<file path="config.mk">
export PLATFORM = sky130hd
export DESIGN_NAME = sit_cell
export DESIGN_NICKNAME = d
export VERILOG_FILES = /design/src/design/sit_pkg.sv /design/src/design/sit_cell.sv
export SDC_FILE = /design/constraint.sdc
export NUM_CORES = 1
export LEC_CHECK = 0
export BUFFER_PORTS_ARGS = -buffer_cell sky130_fd_sc_hd__buf_2
export CORE_AREA = 2 2 123 125
export CTS_CLUSTER_DIAMETER = 30
export DETAILED_ROUTE_END_ITERATION = 6
export DIE_AREA = 0 0 125 127
export PLACE_DENSITY = 0.62
export SLEW_MARGIN = 15
export SYNTH_ARGS = -nofsm -noshare
export SYNTH_HDL_FRONTEND = slang
export SYNTH_SLANG_ARGS = --single-unit
export TNS_END_PERCENT = 10
</file>
<file path="constraint.sdc">
create_clock -name clock -period 2.9 [get_ports clock]
set_input_delay 0.145 -clock clock [delete_from_list [all_inputs] [get_ports clock]]
set_output_delay 0.145 -clock clock [all_outputs]
set_load 0.01 [all_outputs]
</file>
<file path="src/design/sit_pkg.sv">
`default_nettype none

package sit_pkg;

   localparam int TABLE_DEPTH_DEF  = 64;
   localparam int KEY_BITS_DEF     = 32;
   localparam int PAYLOAD_BITS_DEF = 32;

   localparam int MODE_BITS  = 3;
   localparam int POS_BITS   = 6;
   localparam int COUNT_BITS = 7;

   typedef enum logic [MODE_BITS-1:0] {
      MODE_SORTED    = 3'd0,
      MODE_REPLACE   = 3'd1,
      MODE_INSERT_AT = 3'd2,
      MODE_PREPEND   = 3'd3,
      MODE_APPEND    = 3'd4,
      MODE_READ      = 3'd5
   } mode_type;

   typedef enum logic [1:0] {
      ST_OK     = 2'd0,
      ST_EXISTS = 2'd1,
      ST_FULL   = 2'd2,
      ST_BADPOS = 2'd3
   } status_type;

   // per-cell compare result, registered in the accept cycle
   typedef struct packed {
      logic hit;
      logic eq;
   } cell_flag_type;

   // update command broadcast to every cell
   typedef struct packed {
      logic ins;
      logic rep;
   } cell_op_type;

endpackage

`default_nettype wire

</file>
<file path="src/design/sit_cell.sv">
`default_nettype none

module sit_cell
   import sit_pkg::*;
#(
   parameter int CELL_INDEX   = 0,
   parameter int IDX_BITS     = 6,
   parameter int CNT_BITS     = 7,
   parameter int KEY_BITS     = KEY_BITS_DEF,
   parameter int PAYLOAD_BITS = PAYLOAD_BITS_DEF
) (
   input  wire logic                    clock,
   input  wire logic [CNT_BITS-1:0]     count,
   input  wire logic                    order_mode,
   input  wire logic                    cmp_en,
   input  wire logic [KEY_BITS-1:0]     cmp_key,
   input  wire cell_op_type             op,
   input  wire logic [IDX_BITS-1:0]     op_idx,
   input  wire logic [KEY_BITS-1:0]     new_key,
   input  wire logic [PAYLOAD_BITS-1:0] new_payload,
   input  wire logic [KEY_BITS-1:0]     left_key,
   input  wire logic [PAYLOAD_BITS-1:0] left_payload,
   input  wire logic [IDX_BITS-1:0]     rd_idx,
   output logic [KEY_BITS-1:0]          key_out,
   output logic [PAYLOAD_BITS-1:0]      payload_out,
   output cell_flag_type                flag,
   output logic [KEY_BITS-1:0]          rd_key,
   output logic [PAYLOAD_BITS-1:0]      rd_payload
);

   localparam logic [IDX_BITS-1:0] MY_IDX = IDX_BITS'(CELL_INDEX);
   localparam logic [CNT_BITS-1:0] MY_CNT = CNT_BITS'(CELL_INDEX);

   logic [KEY_BITS-1:0]     key_ff, key_in;
   logic [PAYLOAD_BITS-1:0] payload_ff, payload_in;
   cell_flag_type           flag_ff, flag_in;
   logic                    used, lower, eq;
   logic [CNT_BITS-1:0]     idx_cnt;

   always_comb begin
      used    = MY_CNT < count;
      eq      = key_ff == cmp_key;
      lower   = order_mode ? (key_ff > cmp_key) : (key_ff < cmp_key);
      flag_in = '{hit: used & (eq | lower), eq: used & eq};
   end

   always_comb begin
      idx_cnt    = CNT_BITS'(op_idx);
      key_in     = key_ff;
      payload_in = payload_ff;
      if (op.rep && MY_IDX == op_idx) begin
         payload_in = new_payload;
      end
      if (op.ins) begin
         if (MY_IDX == op_idx) begin
            key_in     = new_key;
            payload_in = new_payload;
         end else if (MY_CNT > idx_cnt && MY_CNT <= count) begin
            key_in     = left_key;
            payload_in = left_payload;
         end else if (MY_CNT >= count && MY_CNT < idx_cnt) begin
            key_in     = '0;
            payload_in = '0;
         end
      end
   end

   always_ff @(posedge clock) begin
      key_ff     <= key_in;
      payload_ff <= payload_in;
      if (cmp_en) begin
         flag_ff <= flag_in;
      end
   end

   assign key_out     = key_ff;
   assign payload_out = payload_ff;
   assign flag        = flag_ff;
   assign rd_key      = (rd_idx == MY_IDX) ? key_ff : '0;
   assign rd_payload  = (rd_idx == MY_IDX) ? payload_ff : '0;

endmodule

`default_nettype wire

</file>
# [Word level (Yosys, flattened, before mapping)]
# Cells that the tools add are included.
[totals] wordCells=28 latchBits=0 ram_bits=0 inputBits=184 n_memories=0 reg_bits=66 output_inout_bits=130 romBits=0
[op_classes] n_mux=9 n_eq_ne=1 n_reduce_logical=6 div=0 n_mul=0 shift=0 n_addsub=0 order_cmp=5 bitwise_logic=3
[op_table] cell="two-way mux 32 bit" count=8
[op_table] cell="== test 32 bit" count=1
[op_table] cell="greater-than comparator 32 bit" count=1
[op_table] cell="less-than comparator 32 bit" count=1
[op_table] cell="zero test 6 bit" count=2
[op_table] cell="greater-or-equal comparator 1 x 7 -> 1 bit (first input constant)" count=1
[op_table] cell="less-than comparator 1 x 7 -> 1 bit (first input constant)" count=1
[op_table] cell="less-than comparator 1 x 6 -> 1 bit (first input constant)" count=1
[op_table] cell="bitwise AND 1 bit" count=2
[op_table] cell="logical AND 1 bit" count=2
[op_table] cell="AND reduction 2 bit" count=1
[op_table] cell="nonzero test 2 bit" count=1
[op_table] cell="two-way mux 1 bit" count=1
[op_table] cell="bitwise OR 1 bit" count=1

# [Longest topological paths before layout]
[depth] ltp_word=6 mapped_depth=8 mapped_depth_nobuf=8

# [Least setup slack after synthesis]
# Ideal clock, no wire load.
[synth_timing] kind="register to register" from="reg key_ff[14], in the netlist key_out[14]" to="reg flag_ff (netlist bit flag[1]), data pin" synth_period_minus_slack_ns=2.237 n_path_buf=0 path_stages_with_launch=8 slack_ns=0.663 setup_ns=0.265 required_time_ns=2.635 arrival_time_ns=1.972 cell_sequence="edfxtp_1 ha_1 a21oi_1 nand2_1 a221o_1 a211o_1 nor3b_1 or3_1"
[synth_rtl] element="start: declaration" line="sit_cell.sv:34" source="logic [KEY_BITS-1:0] key_ff, key_in;"
[synth_rtl] element="start signal: assignment" line="sit_cell.sv:69" source="key_ff <= key_in;"
[synth_rtl] element="end signal: assignment" line="sit_cell.sv:72" source="flag_ff <= flag_in;"
[synth_rtl] element="end: declaration" line="sit_cell.sv:36" source="cell_flag_type flag_ff, flag_in;"

==> parameters.txt <==
Parameter                              Value

Global routing
  Via count of the first global-routing pass ... 3418
  All-Layer GR Usage ... 13.1%
  Total congestion overflow ... 0
  Largest net degree at the start of global routing ... 64
  Wire length of the first global-routing pass ... 16700 um
  Initial antenna violation count ... 0

Critical path
  Cell with the largest stage delay on the worst path ... nor4_1
  Worst Path Buf+Inv ... 0
  Critical path required time ... between 2 and 3 ns
  Sequence of cells on the critical path ... ha_1 > nand4_1 > nor4_1 > nand2_1 > o211ai_1 > mux2i_1 > or3_1
  Family with the most delay on the worst path ... simple AND/OR/NAND/NOR gates
  Startpoint of the most critical register-to-register path ... key_out[30]
  Max stage delay on crit path ... 0.43 ns
  CP arrival ... around 2.5 ns
  Flop-to-flop setup slack ... between 0.5 and 0.6 ns
  R2R depth ... 7
  Kind of start point of the critical path ... flip-flop
  Capture point of the worst reg-to-reg path ... flag[1]
  Critical path class ... reg -> reg
  Worst-path maximum fanout ... 3
  Endpoint type of the worst setup path ... flip-flop

Place
  Cell count after placement ... 761
  DP Area ... ~5000 um^2
  Post-place setup slack ... 0.486 ns
  Final estimated routing congestion in global placement ... 0.856
  Port Buffers ... between 200 and 250
  Estimated wirelength of the detail-placed design ... 8340 um

Clock network
  Maximum buffer depth of the clock tree ... 2
  Post-CTS setup-driven buffer insertion count ... 0
  Clk Latency, worst-skew pair ... 0.32 ns
  Clock root buffer ... clkbuf_16
  TritonCTS Buffers ... 9
  Maximum level of the CTS H-tree ... 3
  Clock tree from TritonCTS ... yes
  Count of hold buffers inserted by post-cts repair ... 0
  Clock sink total ... 66
  Post-CTS clock slew at the launch and capture registers of the worst setup and hold paths ... 0.06 ns
  Post-cts sizing count ... 0

Power
  Pwr dens ... 508 nW/um^2
  Max VDD drop ... between 300 and 400 uV
  Leakage Power ... 2.71 nW
  Total power of the final layout ... about 2.7 mW

STA
  Final critical-path share of the clock period ... 82.6%
  RSZ-0062 raised after global routing ... no
  Count of endpoints failing setup in the final report ... 0
  Count of final max-slew check failures ... 0
  Final hold slack ... 0.0342 ns
  Worst relative slew slack ... 43.3%
  Max frequency ... ~420 MHz
  Fin Clk Skew ... 0.00734 ns
  Setup slack after layout ... roughly 0.50 ns
  Final TNS setup ... 0 ns
  Pin slew with the least headroom to its limit ... between 0.8 and 0.9 ns
  Number of hold violations in the final report ... 0
  Shortest period the worst path allows ... around 2.4 ns

Detailed routing
  Number of iterations in the first detailed-routing pass ... 4
  Via count ... 3361
  Detailed-route DRC error count ... 0
  Met1 Routed Length ... approximately 4500 um
  Top layer used by detailed routing ... met4
  Routed met3 length ... 809 um
  Initial detailed-routing violation count ... 135
  Average wire per standard cell ... 13.7 um
  Via density per instance ... 4.33
  Final wirelength ... 10700 um
  Number of nets still failing antenna checks after routing ... 0
  Detailed route wirelength on metal2 ... 5210 um

Cells and area
  Ant. Diodes ... 0
  Share of post-route cells with drive strength above 1 ... 46.5%
  Utilization after layout ... 36.9%
  Final nets ... between 800 and 900
  Post-route design area ... ~5300 um^2
  Synthesis-to-layout area growth ... 48.7%
  Fin cells ... 777

Worst hold path
  Destination of the worst hold path ... payload_out[15]
  Worst hold path cell count ... 2
  Kind of path behind the tightest hold check ... in -> reg
  Min-delay src ... new_payload[15]

Synth
  Net count after synthesis ... 556
  Syn_area_per_cell ... 10.5 um^2
  Share of flip-flops with an asynchronous set or reset ... 0%
  Count of state elements after synthesis ... 66
  Unique masters post-synth ... 39
  Most common flop cell mapped by yosys ... edfxtp_1
  Synthesized instance count ... 340
  Number of synthesis warnings ... 0
  Dominant cells by area after synthesis ... edfxtp_1 (29%), dfxtp_1 (18%), and2_1 (16%)
  Number of enable flip-flop cells after synthesis ... 34
  Largest area contributor in the netlist ... edfxtp_1
  Synth top area share ... 28.5%
  Portion of the post-synthesis area used by sequential elements ... 46.4%
  Cell area after synthesis ... 3580 um^2

Die
  Y dimension of the die ... between 100 and 150 um
  Starting density of the core ... between 20% and 30%
  Number of core rows ... 44
  Area of the die ... roughly 16000 um^2
  Die outline width ... 125 um
  Number of primary I/O pins ... 314
  Core area ... around 14000 um^2

Flow run
  Max-capacitance violation count ... 0

Run status
  Outcome ... completed
[registers in the layout (all words and copies together), names as in the netlist]
name / flops
key_out: 32
payload_out: 32
flag: 2
[layout make-up]
| type | count | area, um^2 |
|---|---|---|
| clock inverters | 5 | 83.8 |
| well taps | 184 | 230 |
| repair buffers | 252 | 1270 |
| inverters | 33 | 124 |
| fillers | 1454 | 9100 |
| multi-input cells | 226 | 1700 |
| clock buffers | 11 | 254 |
| flip-flops and latches | 66 | 1660 |
[routing by layer]
metal	track usage (%)	vias up
met5	0	-
met4	3.92	0
met3	3.77	10
met2	23.2	166
met1	15.3	1508
li1	-	1677
[how the worst max path moves through the flow]
stage                     cells past startpoint  endpoint         from
final                                         7   flag[1]  key_out[30]
after global routing                          7   flag[1]  key_out[30]
after CTS                                     7   flag[1]  key_out[30]
after detailed placement                      7   flag[1]  key_out[30]
after global placement                        7   flag[1]  key_out[30]
after floorplan                               7   flag[1]  key_out[14]
[power breakdown]
part / total [mW] / internal (mW) / switching (mW)
Sequential: 1.12 / 1.06 / 0.0583
Combinational: 0.374 / 0.205 / 0.169
Clock: 1.21 / 0.809 / 0.406
Total: 2.71 / 2.07 / 0.633
[cell usage after synthesis (all sizes together), types with 2 or more instances]
library cell,n
and2,96
a21oi,12
inv,33
nor4,4
nand3,5
a22o,32
o21ai,3
nand2b,3
nand4,4
nand2,11
clkbuf,9
buf,6
nor3,3
ha,32
or4,2
dfxtp,32
a221o,2
edfxtp,34
nor2,4
a21o,2
[layout by cell type, fill, tap and decap left out, types with 10 or more instances in the layout]
cell,netlist,final
a21oi_1,11,11
a22o_1,30,30
and2_1,93,93
buf_2,0,249
clkbuf_16,0,10
dfxtp_1,32,32
edfxtp_1,34,34
ha_1,32,32
inv_1,33,33
nand2_1,11,11
[cell families (layout without fill, tap and decap cells)]
| logic type | Yosys count | after routing | synth area share [%] |
|---|---|---|---|
| simple gates | 136 | 136 | 23.3 |
| flops | 66 | 66 | 46.4 |
| compound gates | 57 | 57 | 12.6 |
| buf+inv | 48 | 301 | 6.18 |
| fa+ha+maj | 32 | 32 | 11.2 |
| mux | 1 | 1 | 0.280 |
Power figures use the tool's default switching activity.
